File: src/rtl/core/kpsc_pkg.sv
// Shared types, constants and the key lookup for the keypad scanner.
// Used by every module of the keypad scan / PIN entry core.
package kpsc_pkg;

  localparam int unsigned PIN_LENGTH_DEF   = 4;
  localparam logic [15:0] SETTLE_RESET     = 16'd3000;
  localparam int unsigned CfgAddrW         = 3;

  // register index taken from the byte address
  localparam logic        REG_SETTLE_TICKS = 1'b0;

  localparam logic [3:0]  KEY_STAR         = 4'd10;
  localparam logic [3:0]  KEY_POUND        = 4'd11;

  typedef enum logic [1:0] {
    PH_SETTLE = 2'b01,
    PH_HOLD   = 2'b10
  } phase_e;

  typedef struct packed {
    logic [3:0]  row_drive;
    logic        key_valid;
    logic [3:0]  key_code;
    logic        pin_valid;
    logic [15:0] pin_digits;
    logic        short_entry;
  } result_t;

  function automatic logic [3:0] key_lookup(input logic [1:0] row, input logic [1:0] col);
    logic [3:0] code;
    code = 4'd0;
    case ({row, col})
      4'b00_00: code = 4'd1;
      4'b00_01: code = 4'd2;
      4'b00_10: code = 4'd3;
      4'b01_00: code = 4'd4;
      4'b01_01: code = 4'd5;
      4'b01_10: code = 4'd6;
      4'b10_00: code = 4'd7;
      4'b10_01: code = 4'd8;
      4'b10_10: code = 4'd9;
      4'b11_00: code = KEY_STAR;
      4'b11_01: code = 4'd0;
      4'b11_10: code = KEY_POUND;
      default:  code = 4'd0;
    endcase
    return code;
  endfunction

endpackage

File: src/rtl/core/keypad_scan_pin_entry_core.sv
// A column sample is captured in the input register (cols_q), and its result in the
// result register (res_q). Throughput: one transaction per cycle while the output is not stalled.
// The settle counter in kpsc_scan paces the row scan, one count per transaction.
// Reset (rst_ni low, asynchronous) returns the scan to row 1, settling, with an
// empty PIN and settle interval 3000; both pipeline registers empty.
// Top level: kpsc_cfg register port and kpsc_scan, depends on kpsc_pkg.
module keypad_scan_pin_entry_core import kpsc_pkg::*; #(
  parameter int unsigned PIN_LENGTH = PIN_LENGTH_DEF
) (
  input  logic                clk_i,
  input  logic                rst_ni,
  input  logic                psel,
  input  logic                penable,
  input  logic                pwrite,
  input  logic [CfgAddrW-1:0] paddr,
  input  logic [31:0]         pwdata,
  output logic [31:0]         prdata,
  output logic                pready,
  input  logic                in_valid_i,
  output logic                in_stall_o,
  input  logic [2:0]          column_levels_i,
  output logic                out_valid_o,
  input  logic                out_stall_i,
  output logic [3:0]          row_drive_o,
  output logic                key_valid_o,
  output logic [3:0]          key_code_o,
  output logic                pin_valid_o,
  output logic [15:0]         pin_digits_o,
  output logic                short_entry_o
);

  logic [15:0] settle_ticks;
  logic        in_valid_q;
  logic [2:0]  cols_q;
  logic        out_valid_q;
  result_t     res_q;
  result_t     res;
  logic        advance;

  kpsc_cfg u_cfg (
    .clk_i          (clk_i),
    .rst_ni         (rst_ni),
    .psel           (psel),
    .penable        (penable),
    .pwrite         (pwrite),
    .paddr          (paddr),
    .pwdata         (pwdata),
    .prdata         (prdata),
    .pready         (pready),
    .settle_ticks_o (settle_ticks)
  );

  kpsc_scan #(
    .PIN_LENGTH (PIN_LENGTH)
  ) u_scan (
    .clk_i          (clk_i),
    .rst_ni         (rst_ni),
    .step_i         (advance),
    .settle_ticks_i (settle_ticks),
    .cols_i         (cols_q),
    .res_o          (res)
  );

  // held sample moves into the result register when that is free or draining
  assign advance    = in_valid_q && (!out_valid_q || !out_stall_i);
  assign in_stall_o = in_valid_q && !advance;

  always_ff @(posedge clk_i or negedge rst_ni) begin
    if (!rst_ni) begin
      in_valid_q  <= 1'b0;
      out_valid_q <= 1'b0;
    end else begin
      if (!in_stall_o) begin
        in_valid_q <= in_valid_i;
      end
      if (advance) begin
        out_valid_q <= 1'b1;
      end else if (!out_stall_i) begin
        out_valid_q <= 1'b0;
      end
    end
  end

  always_ff @(posedge clk_i) begin
    if (!in_stall_o && in_valid_i) begin
      cols_q <= column_levels_i;
    end
    if (advance) begin
      res_q <= res;
    end
  end

  assign out_valid_o   = out_valid_q;
  assign row_drive_o   = res_q.row_drive;
  assign key_valid_o   = res_q.key_valid;
  assign key_code_o    = res_q.key_code;
  assign pin_valid_o   = res_q.pin_valid;
  assign pin_digits_o  = res_q.pin_digits;
  assign short_entry_o = res_q.short_entry;

endmodule

File: src/rtl/core/kpsc_cfg.sv
// APB-style register port holding the settle interval.
// Depends on kpsc_pkg for the reset value and register index.
module kpsc_cfg import kpsc_pkg::*; (
  input  logic                clk_i,
  input  logic                rst_ni,
  input  logic                psel,
  input  logic                penable,
  input  logic                pwrite,
  input  logic [CfgAddrW-1:0] paddr,
  input  logic [31:0]         pwdata,
  output logic [31:0]         prdata,
  output logic                pready,
  output logic [15:0]         settle_ticks_o
);

  logic [15:0] settle_q;
  logic [15:0] settle_d;
  logic        wr_en;
  logic        sel_settle;

  assign sel_settle = (paddr[2] == REG_SETTLE_TICKS);
  assign wr_en      = psel && penable && pwrite && sel_settle;
  assign pready     = 1'b1;

  always_comb begin
    settle_d = settle_q;
    if (wr_en) begin
      settle_d = pwdata[15:0];
    end
  end

  always_ff @(posedge clk_i or negedge rst_ni) begin
    if (!rst_ni) begin
      settle_q <= SETTLE_RESET;
    end else begin
      settle_q <= settle_d;
    end
  end

  // paddr[1:0] is the byte lane and is not decoded
  assign prdata         = sel_settle ? {16'd0, settle_q} : 32'd0;
  assign settle_ticks_o = settle_q;

endmodule

File: src/rtl/core/kpsc_scan.sv
// Scan state, key decode and PIN store; one step per transaction moved on.
// Depends on kpsc_pkg for the result struct, phase encoding and key lookup.
module kpsc_scan import kpsc_pkg::*; #(
  parameter int unsigned PIN_LENGTH = PIN_LENGTH_DEF
) (
  input  logic        clk_i,
  input  logic        rst_ni,
  input  logic        step_i,
  input  logic [15:0] settle_ticks_i,
  input  logic [2:0]  cols_i,
  output result_t     res_o
);

  localparam int unsigned CntW = $clog2(PIN_LENGTH + 1);

  logic [1:0]      row_q, row_d;
  logic [15:0]     settle_cnt_q, settle_cnt_d;
  phase_e          phase_q, phase_d;
  logic [1:0]      held_q, held_d;
  logic [3:0]      pin_q [PIN_LENGTH];
  logic [3:0]      pin_d [PIN_LENGTH];
  logic [CntW-1:0] dcnt_q, dcnt_d;

  logic [16:0]     cnt_inc;
  logic [16:0]     limit;
  logic            any_low;
  logic [1:0]      col_sel;
  logic [3:0]      code;
  logic [15:0]     pin_packed;
  logic [3:0]      cols_ext;
  logic            released;
  logic            pin_full;

  // newest digits in the low nibbles; absent nibbles stay zero
  for (genvar k = 0; k < 4; k++) begin : g_pack
    if (k < PIN_LENGTH) begin : g_used
      assign pin_packed[4*k +: 4] = pin_q[PIN_LENGTH-1-k];
    end else begin : g_zero
      assign pin_packed[4*k +: 4] = 4'd0;
    end
  end

  assign cnt_inc  = {1'b0, settle_cnt_q} + 17'd1;
  assign limit    = (settle_ticks_i == 16'd0) ? 17'd1 : {1'b0, settle_ticks_i};
  assign any_low  = (cols_i != 3'b111);
  assign col_sel  = !cols_i[0] ? 2'd0 : (!cols_i[1] ? 2'd1 : 2'd2);
  assign code     = key_lookup(row_q, col_sel);
  assign cols_ext = {1'b1, cols_i};
  assign released = cols_ext[held_q];
  assign pin_full = (dcnt_q >= CntW'(PIN_LENGTH));

  always_comb begin
    res_o           = '0;
    res_o.row_drive = 4'b0001 << row_q;
    row_d           = row_q;
    settle_cnt_d    = settle_cnt_q;
    phase_d         = phase_q;
    held_d          = held_q;
    pin_d           = pin_q;
    dcnt_d          = dcnt_q;

    if (cnt_inc < limit) begin
      settle_cnt_d = cnt_inc[15:0];
    end else begin
      settle_cnt_d = 16'd0;
      case (phase_q)
        PH_SETTLE: begin
          if (any_low) begin
            res_o.key_valid = 1'b1;
            res_o.key_code  = code;
            phase_d         = PH_HOLD;
            held_d          = col_sel;
            if (code == KEY_POUND) begin
              if (pin_full) begin
                res_o.pin_valid  = 1'b1;
                res_o.pin_digits = pin_packed;
                for (int i = 0; i < PIN_LENGTH; i++) begin
                  pin_d[i] = 4'd0;
                end
                dcnt_d = '0;
              end else begin
                res_o.short_entry = 1'b1;
              end
            end else if (code != KEY_STAR) begin
              for (int i = 0; i + 1 < PIN_LENGTH; i++) begin
                pin_d[i] = pin_q[i+1];
              end
              pin_d[PIN_LENGTH-1] = code;
              if (!pin_full) begin
                dcnt_d = dcnt_q + CntW'(1);
              end
            end
          end else begin
            row_d = row_q + 2'd1;
          end
        end
        PH_HOLD: begin
          if (released) begin
            phase_d = PH_SETTLE;
            row_d   = row_q + 2'd1;
          end
        end
        default: begin
          phase_d = PH_SETTLE;
        end
      endcase
    end
  end

  always_ff @(posedge clk_i or negedge rst_ni) begin
    if (!rst_ni) begin
      row_q        <= 2'd0;
      settle_cnt_q <= 16'd0;
      phase_q      <= PH_SETTLE;
      held_q       <= 2'd0;
      dcnt_q       <= '0;
      for (int i = 0; i < PIN_LENGTH; i++) begin
        pin_q[i] <= 4'd0;
      end
    end else if (step_i) begin
      row_q        <= row_d;
      settle_cnt_q <= settle_cnt_d;
      phase_q      <= phase_d;
      held_q       <= held_d;
      dcnt_q       <= dcnt_d;
      pin_q        <= pin_d;
    end
  end

  a_row_onehot: assert property (@(posedge clk_i) disable iff (!rst_ni)
    $onehot(res_o.row_drive))
    else $error("row drive not one-hot");

  a_press_holds: assert property (@(posedge clk_i) disable iff (!rst_ni)
    step_i && res_o.key_valid |=> phase_q == PH_HOLD && held_q != 2'd3)
    else $error("reported press did not latch the held column");

  a_pin_on_pound: assert property (@(posedge clk_i) disable iff (!rst_ni)
    res_o.pin_valid || res_o.short_entry |->
      res_o.key_valid && res_o.key_code == KEY_POUND
      && !(res_o.pin_valid && res_o.short_entry))
    else $error("PIN outcome without a single pound press");

  a_pin_clears: assert property (@(posedge clk_i) disable iff (!rst_ni)
    step_i && res_o.pin_valid |=> dcnt_q == '0)
    else $error("digit count not cleared after PIN output");

endmodule
File: config.mk
export PLATFORM = sky130hd
export DESIGN_NAME = keypad_scan_pin_entry_core
export DESIGN_NICKNAME = d
export VERILOG_FILES = /design/src/rtl/core/kpsc_pkg.sv /design/src/rtl/core/keypad_scan_pin_entry_core.sv /design/src/rtl/core/kpsc_cfg.sv /design/src/rtl/core/kpsc_scan.sv
export SDC_FILE = /design/constraint.sdc
export NUM_CORES = 1
export LEC_CHECK = 0
export ABC_AREA = 0
export ABC_CLOCK_PERIOD_IN_PS = 4400
export BUFFER_PORTS_ARGS = -buffer_cell sky130_fd_sc_hd__buf_2
export CORE_MARGIN = 2
export CORE_UTILIZATION = 44
export DETAILED_ROUTE_END_ITERATION = 10
export GPL_TIMING_DRIVEN = 0
export PLACE_DENSITY = 0.78
export SETUP_SLACK_MARGIN = 0.05
export SKIP_LAST_GASP = 1
export SYNTH_ARGS = -nofsm -noshare
export SYNTH_HDL_FRONTEND = slang
export SYNTH_SLANG_ARGS = --single-unit
File: constraint.sdc
create_clock -name clk_i -period 4.4 [get_ports clk_i]
set_input_delay 0.66 -clock clk_i [delete_from_list [all_inputs] [get_ports clk_i]]
set_output_delay 0.66 -clock clk_i [all_outputs]
set_load 0.005 [all_outputs]
* Yosys cells after proc, flatten, opt, wreduce, memory -nomap -nowiden
Memory sizes are Yosys's and may differ from the RTL's.
Cells that the tools add are included.
** Cells by class
- Add/subtract/negate cells :: 3
- Order comparisons :: 3
- Equality and inequality tests :: 11
- Shifts and indexed selects :: 1
- Mux-type cells :: 26
- Bitwise operators :: 6
- Reduce and logical (&&, ||, !) cells :: 23
** Operators with widths (number)
- $mux 16 :: 6
- $mux 23 :: 1
- $mux 18 :: 1
- $add 16x1->17 const B :: 1
- $lt 17x17->1 :: 1
- $mux 17 :: 1
- $logic_not 16->1 :: 1
- $mux 2 :: 6
- $mux 3 :: 4
- $ne 2x1->1 const B :: 4
- $pmux 2 s2 :: 2
- $reduce_and 4->1 :: 2
- $reduce_and 7->1 :: 1
- $logic_and 1x1->1 :: 6
- $not 1->1 :: 6
- $reduce_and 6->1 :: 1
- $reduce_and 5->1 :: 1
- $reduce_or 5->1 :: 1
- $eq 4x4->1 const B :: 1
- $logic_not 1->1 :: 4
- $mux 1 :: 4
- $ne 2x2->1 const B :: 2
- $ne 4x4->1 const B :: 1
- $reduce_bool 2->1 :: 2
- other kinds (13) :: 13
** Word-level totals
- Register bits :: 89
- Bits in read-only memories :: 64
- Input bits :: 45
- Output and inout bits :: 62
- Logic and storage cells :: 93
- Memories :: 1
** Memory list
- (name not given) :: depth 16, width 4, rd ports 1, clocked after memory_dff 0, wr ports 0, line kpsc_pkg.sv:32 : case ({row, col})

* Longest topological paths before layout
- Word-level depth :: 7
- Depth in mapped cells :: 15
- Mapped depth without buffers :: 13

* Hierarchy
From an unflattened synthesis, not the netlist that was laid out.
** Second synthesis, totals
- Cells, all modules :: 433
- Area, all modules :: 4810.9 µm²
** Modules (own cells, without submodules)
- kpsc_scan :: times used 1, cells each 325, area an instance 2909.0 µm²
- keypad_scan_pin_entry_core :: times used 1, cells each 38, area an instance 993.5 µm²
- kpsc_cfg :: times used 1, cells each 70, area an instance 908.4 µm²

* Worst setup path before layout
OpenSTA, ideal clock, no wires.
- Path type :: reg2reg
- From :: reg u_scan.settle_cnt_q[2]
- To :: reg u_scan.held_q[0]
- Setup time :: 0.125 ns
- Arrival :: 3.256 ns
- Data required time :: 4.275 ns
- Path slack :: 1.019 ns
- Cell stages (with the launch flop) :: 16
- Buffers on the path :: 3
- Cell sequence :: dfrtp_1 buf_2 and3_1 nand3_1 or2_2 clkbuf_1 nor2_1 xnor2_1 ha_1 nand3_1 nor4_1 a22oi_1 and2_1 buf_2 a211oi_4 mux2_4
** Between the ends
- Cells in the longest elaborated chain, start to end :: 4
** Ends and longest elaborated chain
- start, declared :: line kpsc_scan.sv:17 : logic [15:0] settle_cnt_q, settle_cnt_d;
- start signal, assigned :: line kpsc_scan.sv:122 : settle_cnt_q <= settle_cnt_d;
- $add 16x1->17 :: line kpsc_scan.sv:43 : assign cnt_inc = {1'b0, settle_cnt_q} + 17'd1;
- $lt 17x17->1 :: line kpsc_scan.sv:62 : if (cnt_inc < limit) begin
- $not 1->1 (no line)
- $reduce_and 4->1 (no line)
- end signal, assigned :: line kpsc_scan.sv:124 : held_q <= held_d;
- end, declared :: line kpsc_scan.sv:19 : logic [1:0] held_q, held_d;
Every way passes these cells.
A chain may end at the register's enable or synchronous reset.

* Worst setup path after layout
Same ends and word-level chain as after synthesis.

==> results by group <==
Route
  • Routed Antenna Nets: 0
  • DR vias: 3,512
  • Routed wire length: 9.28 mm
  • 1st-pass router iterations: 4
  • Vias per inst: 5.12
  • WL/cell: 13.5 um
  • Iteration-0 DRC Markers: 158
  • Number of remaining DRC errors: 0

Clock tree
  • Post-CTS setup buffers: 0
  • Root buf cell: clkbuf_8
  • CTS buffer count: 9
  • Clock transition at the registers of the reported paths: 0.09 ns
  • Clk sinks: 89
  • H-tree depth: 3
  • CTS tree: done
  • Worst-Skew Late Latency: 0.37 ns
  • CTS Buffer Depth: 2
  • Post-CTS Resized: 0
  • # hold bufs at CTS: 0

Timing
  • Final worst setup slack: 0.569 ns
  • TNS Setup: 0 ns
  • Endpoints failing hold: 0
  • Slew Limit Fails: 0
  • RSZ-0062 raised after global routing: false
  • Worst-margin pin slew: 0.831 ns
  • Hold slack: 0.351 ns
  • Fin crit period: 3.83 ns
  • Max frequency: 261 MHz
  • Clk_skew: 0.0111 ns
  • Crit share post-route: 0.871
  • Final setup vio count: 0
  • Relative slew slack: 0.446

Logic synthesis
  • Cell Area, Synth: 4670 um^2
  • Largest cells by area after synthesis: dfrtp_1, edfxtp_1, ha_1
  • Most used standard cell by instance count after synthesis: dfrtp_1
  • Post-synth EDFFs: 30
  • Syn avg cell area: 10.4 um^2
  • Post-synth top area cell: dfrtp_1
  • Most frequent cells after synthesis: dfrtp_1, nand2_1, nor2_1
  • YS warnings: 0
  • Most used DFF post-synth: dfrtp_1
  • Netlist cell types: 51
  • Yosys top cell area share: 0.273
  • Sequential-to-total area share from yosys stat: 0.511
  • Seq cells post-synth: 89
  • Post-synth ARST share: 0.663
  • Post-Syn Instances: 449

Setup path
  • Worst reg2reg path depth: 15
  • Worst Path Max Fanout: 10
  • Crit path launch: u_scan.settle_cnt_q[2]$_DFFE_PN0P_
  • Setup CP Type: reg2reg
  • Crit path DAT: 4.09 ns
  • Worst r2r src: u_scan.settle_cnt_q[2]$_DFFE_PN0P_
  • Startpoint class of the critical path: flop
  • Worst Path Required: 4.66 ns
  • Worst setup EP type: flop

Die
  • Chip Width: 107 um
  • Die Y: 107 um
  • # IOs: 107
  • Row cnt: 37
  • Die area: 11,500 um^2
  • Initial core utilization: 0.453
  • Core area: 10,300 um^2

Layout
  • Fill cells: 913
  • Final nets: 608
  • Layout cells sized above 1: 0.273
  • Area delta synth->final: 16.9%
  • Final core utilization: 0.529
  • N_diodes: 0

Placement
  • RD Place Congestion: 0.818
  • Port bufs: 70
  • Dpl hpwl: 6.81 mm
  • Setup WS pre-CTS: 0.590 ns

Min path
  • Worst min path class: in2async

Run status
  • Status: complete, no violations

Global routing
  • First-pass GRT wire length: 15.8 mm
  • Number of global-route vias before repair: 3,390
  • Initial antenna violation count: 0
  • Largest net degree at the start of global routing: 60
  • Gr ovfl total: 0
  • Total global-route track usage: 0.173

Job
  • Max-cap violations: 0

Pwr
  • Leakage power: 2.55 nW
  • Power Dens Cells: 457 nW/um^2
  • Maximum vdd ir drop: 215 uV
[worst paths after layout]
| check | endpoint | slack [ns] |
|---|---|---|
| worst max-delay path | u_scan.held_q[0]$_DFFE_PN0P_ | 0.57 |
| worst min-delay path | u_cfg.settle_ticks_o[13]$_DFFE_PN0P_ | 0.35 |
| worst max register to register | u_scan.held_q[0]$_DFFE_PN0P_ | 0.57 |
| worst min register to register | u_scan.pin_packed[12]$_DFFE_PN0P_ | 0.50 |
| max in group asynchronous | u_scan.pin_packed[7]$_DFFE_PN0P_ | 3.56 |
| min in group clk_i | cols_q[1]$_DFFE_PP_ | 0.47 |
[state kept, by name, indices dropped and copies added (netlist names)]
signal and count:
key_valid_o 1, u_scan.settle_cnt_q 16, out_valid_o 1, cols_q 3, u_cfg.settle_ticks_o 16, u_scan.row_q 2, u_scan.phase_q 2, u_scan.held_q 2
pin_digits_o 16, row_drive_o 4, in_valid_q 1, u_scan.dcnt_q 3, key_code_o 4, pin_valid_o 1, u_scan.pin_packed 16, short_entry_o 1
[layout by cell type (no fill, tap or decap), drive strengths merged, types with 2 or more instances in the layout]
| cell type | instances |
|---|---|
| dfstp | 8 |
| xnor2 | 9 |
| a21oi | 15 |
| and3 | 19 |
| o21ai | 23 |
| xor2 | 6 |
| nor2b | 5 |
| clkinv | 2 |
| dfrtp | 51 |
| a211oi | 2 |
| o211ai | 2 |
| nor4 | 4 |
| a32oi | 2 |
| nor2 | 33 |
| mux2 | 21 |
| inv | 32 |
| buf | 93 |
| a31oi | 3 |
| and2 | 7 |
| a21o | 3 |
| a31o | 3 |
| o2bb2ai | 14 |
| nand3 | 25 |
| mux2i | 3 |
| nand4 | 8 |
| nor3 | 2 |
| ha | 18 |
| edfxtp | 30 |
| conb | 17 |
| o22ai | 3 |
| nand2b | 6 |
| clkbuf | 24 |
| nand2 | 44 |
[power breakdown]
part	switching (mW)	internal, mW
sequential	0.121	1.03
combinational	0.432	0.313
clock	0.324	0.274
total	0.877	1.62
[cell type report]
| cell class | count | area, um^2 | area share |
|---|---|---|---|
| multi-input combinational | 308 | 2010 | 0.368 |
| tap | 136 | 170 | 0.0312 |
| timing repair buffer | 70 | 353 | 0.0646 |
| clock inverter | 7 | 83.8 | 0.0153 |
| sequential | 89 | 2390 | 0.437 |
| buffer | 38 | 225 | 0.0412 |
| clock buffer | 9 | 124 | 0.0227 |
| inverter | 29 | 109 | 0.0199 |
[routing by layer]
layer,wire [um],GRT usage,vias up
li1,-,-,1738
met1,4130,0.221,1642
met2,4490,0.298,120
met3,517,0.0286,12
met4,143,0.0603,0
met5,0,0,-
[through the flow]
step           power [mW]  area [um^2]  instances
2_1_floorplan        1.69         4730        464
3_3_place_gp         1.87         5250        670
3_5_place_dp         1.91         5250        670
4_1_cts              2.51         5460        686
5_1_grt              2.67         5460        686
6_report             2.50         5460        686
[cell families after synthesis]
family | after synthesis | synth area share
xor+xnor | 15 | 0.0281
fa+ha+maj | 18 | 0.0482
flops | 89 | 0.511
other cells | 2 | 0.00161
buf+inv | 67 | 0.0712
mux | 24 | 0.0578
compound gates | 74 | 0.110
simple gates | 160 | 0.172
[critical path, cell delays in order (launching register included)]
cell and delay [ns]:
dfrtp_1 0.34, buf_2 0.18, and3_1 0.19, nand3_1 0.14, or2_2 0.31, clkbuf_1 0.17
nor2_1 0.17, xnor2_1 0.12, ha_1 0.31, nand3_1 0.11, nor4_1 0.40, a22oi_1 0.19
and2_1 0.23, buf_2 0.21, a211oi_4 0.34, mux2_4 0.33
No activity file was read; power rests on OpenSTA's default activity.
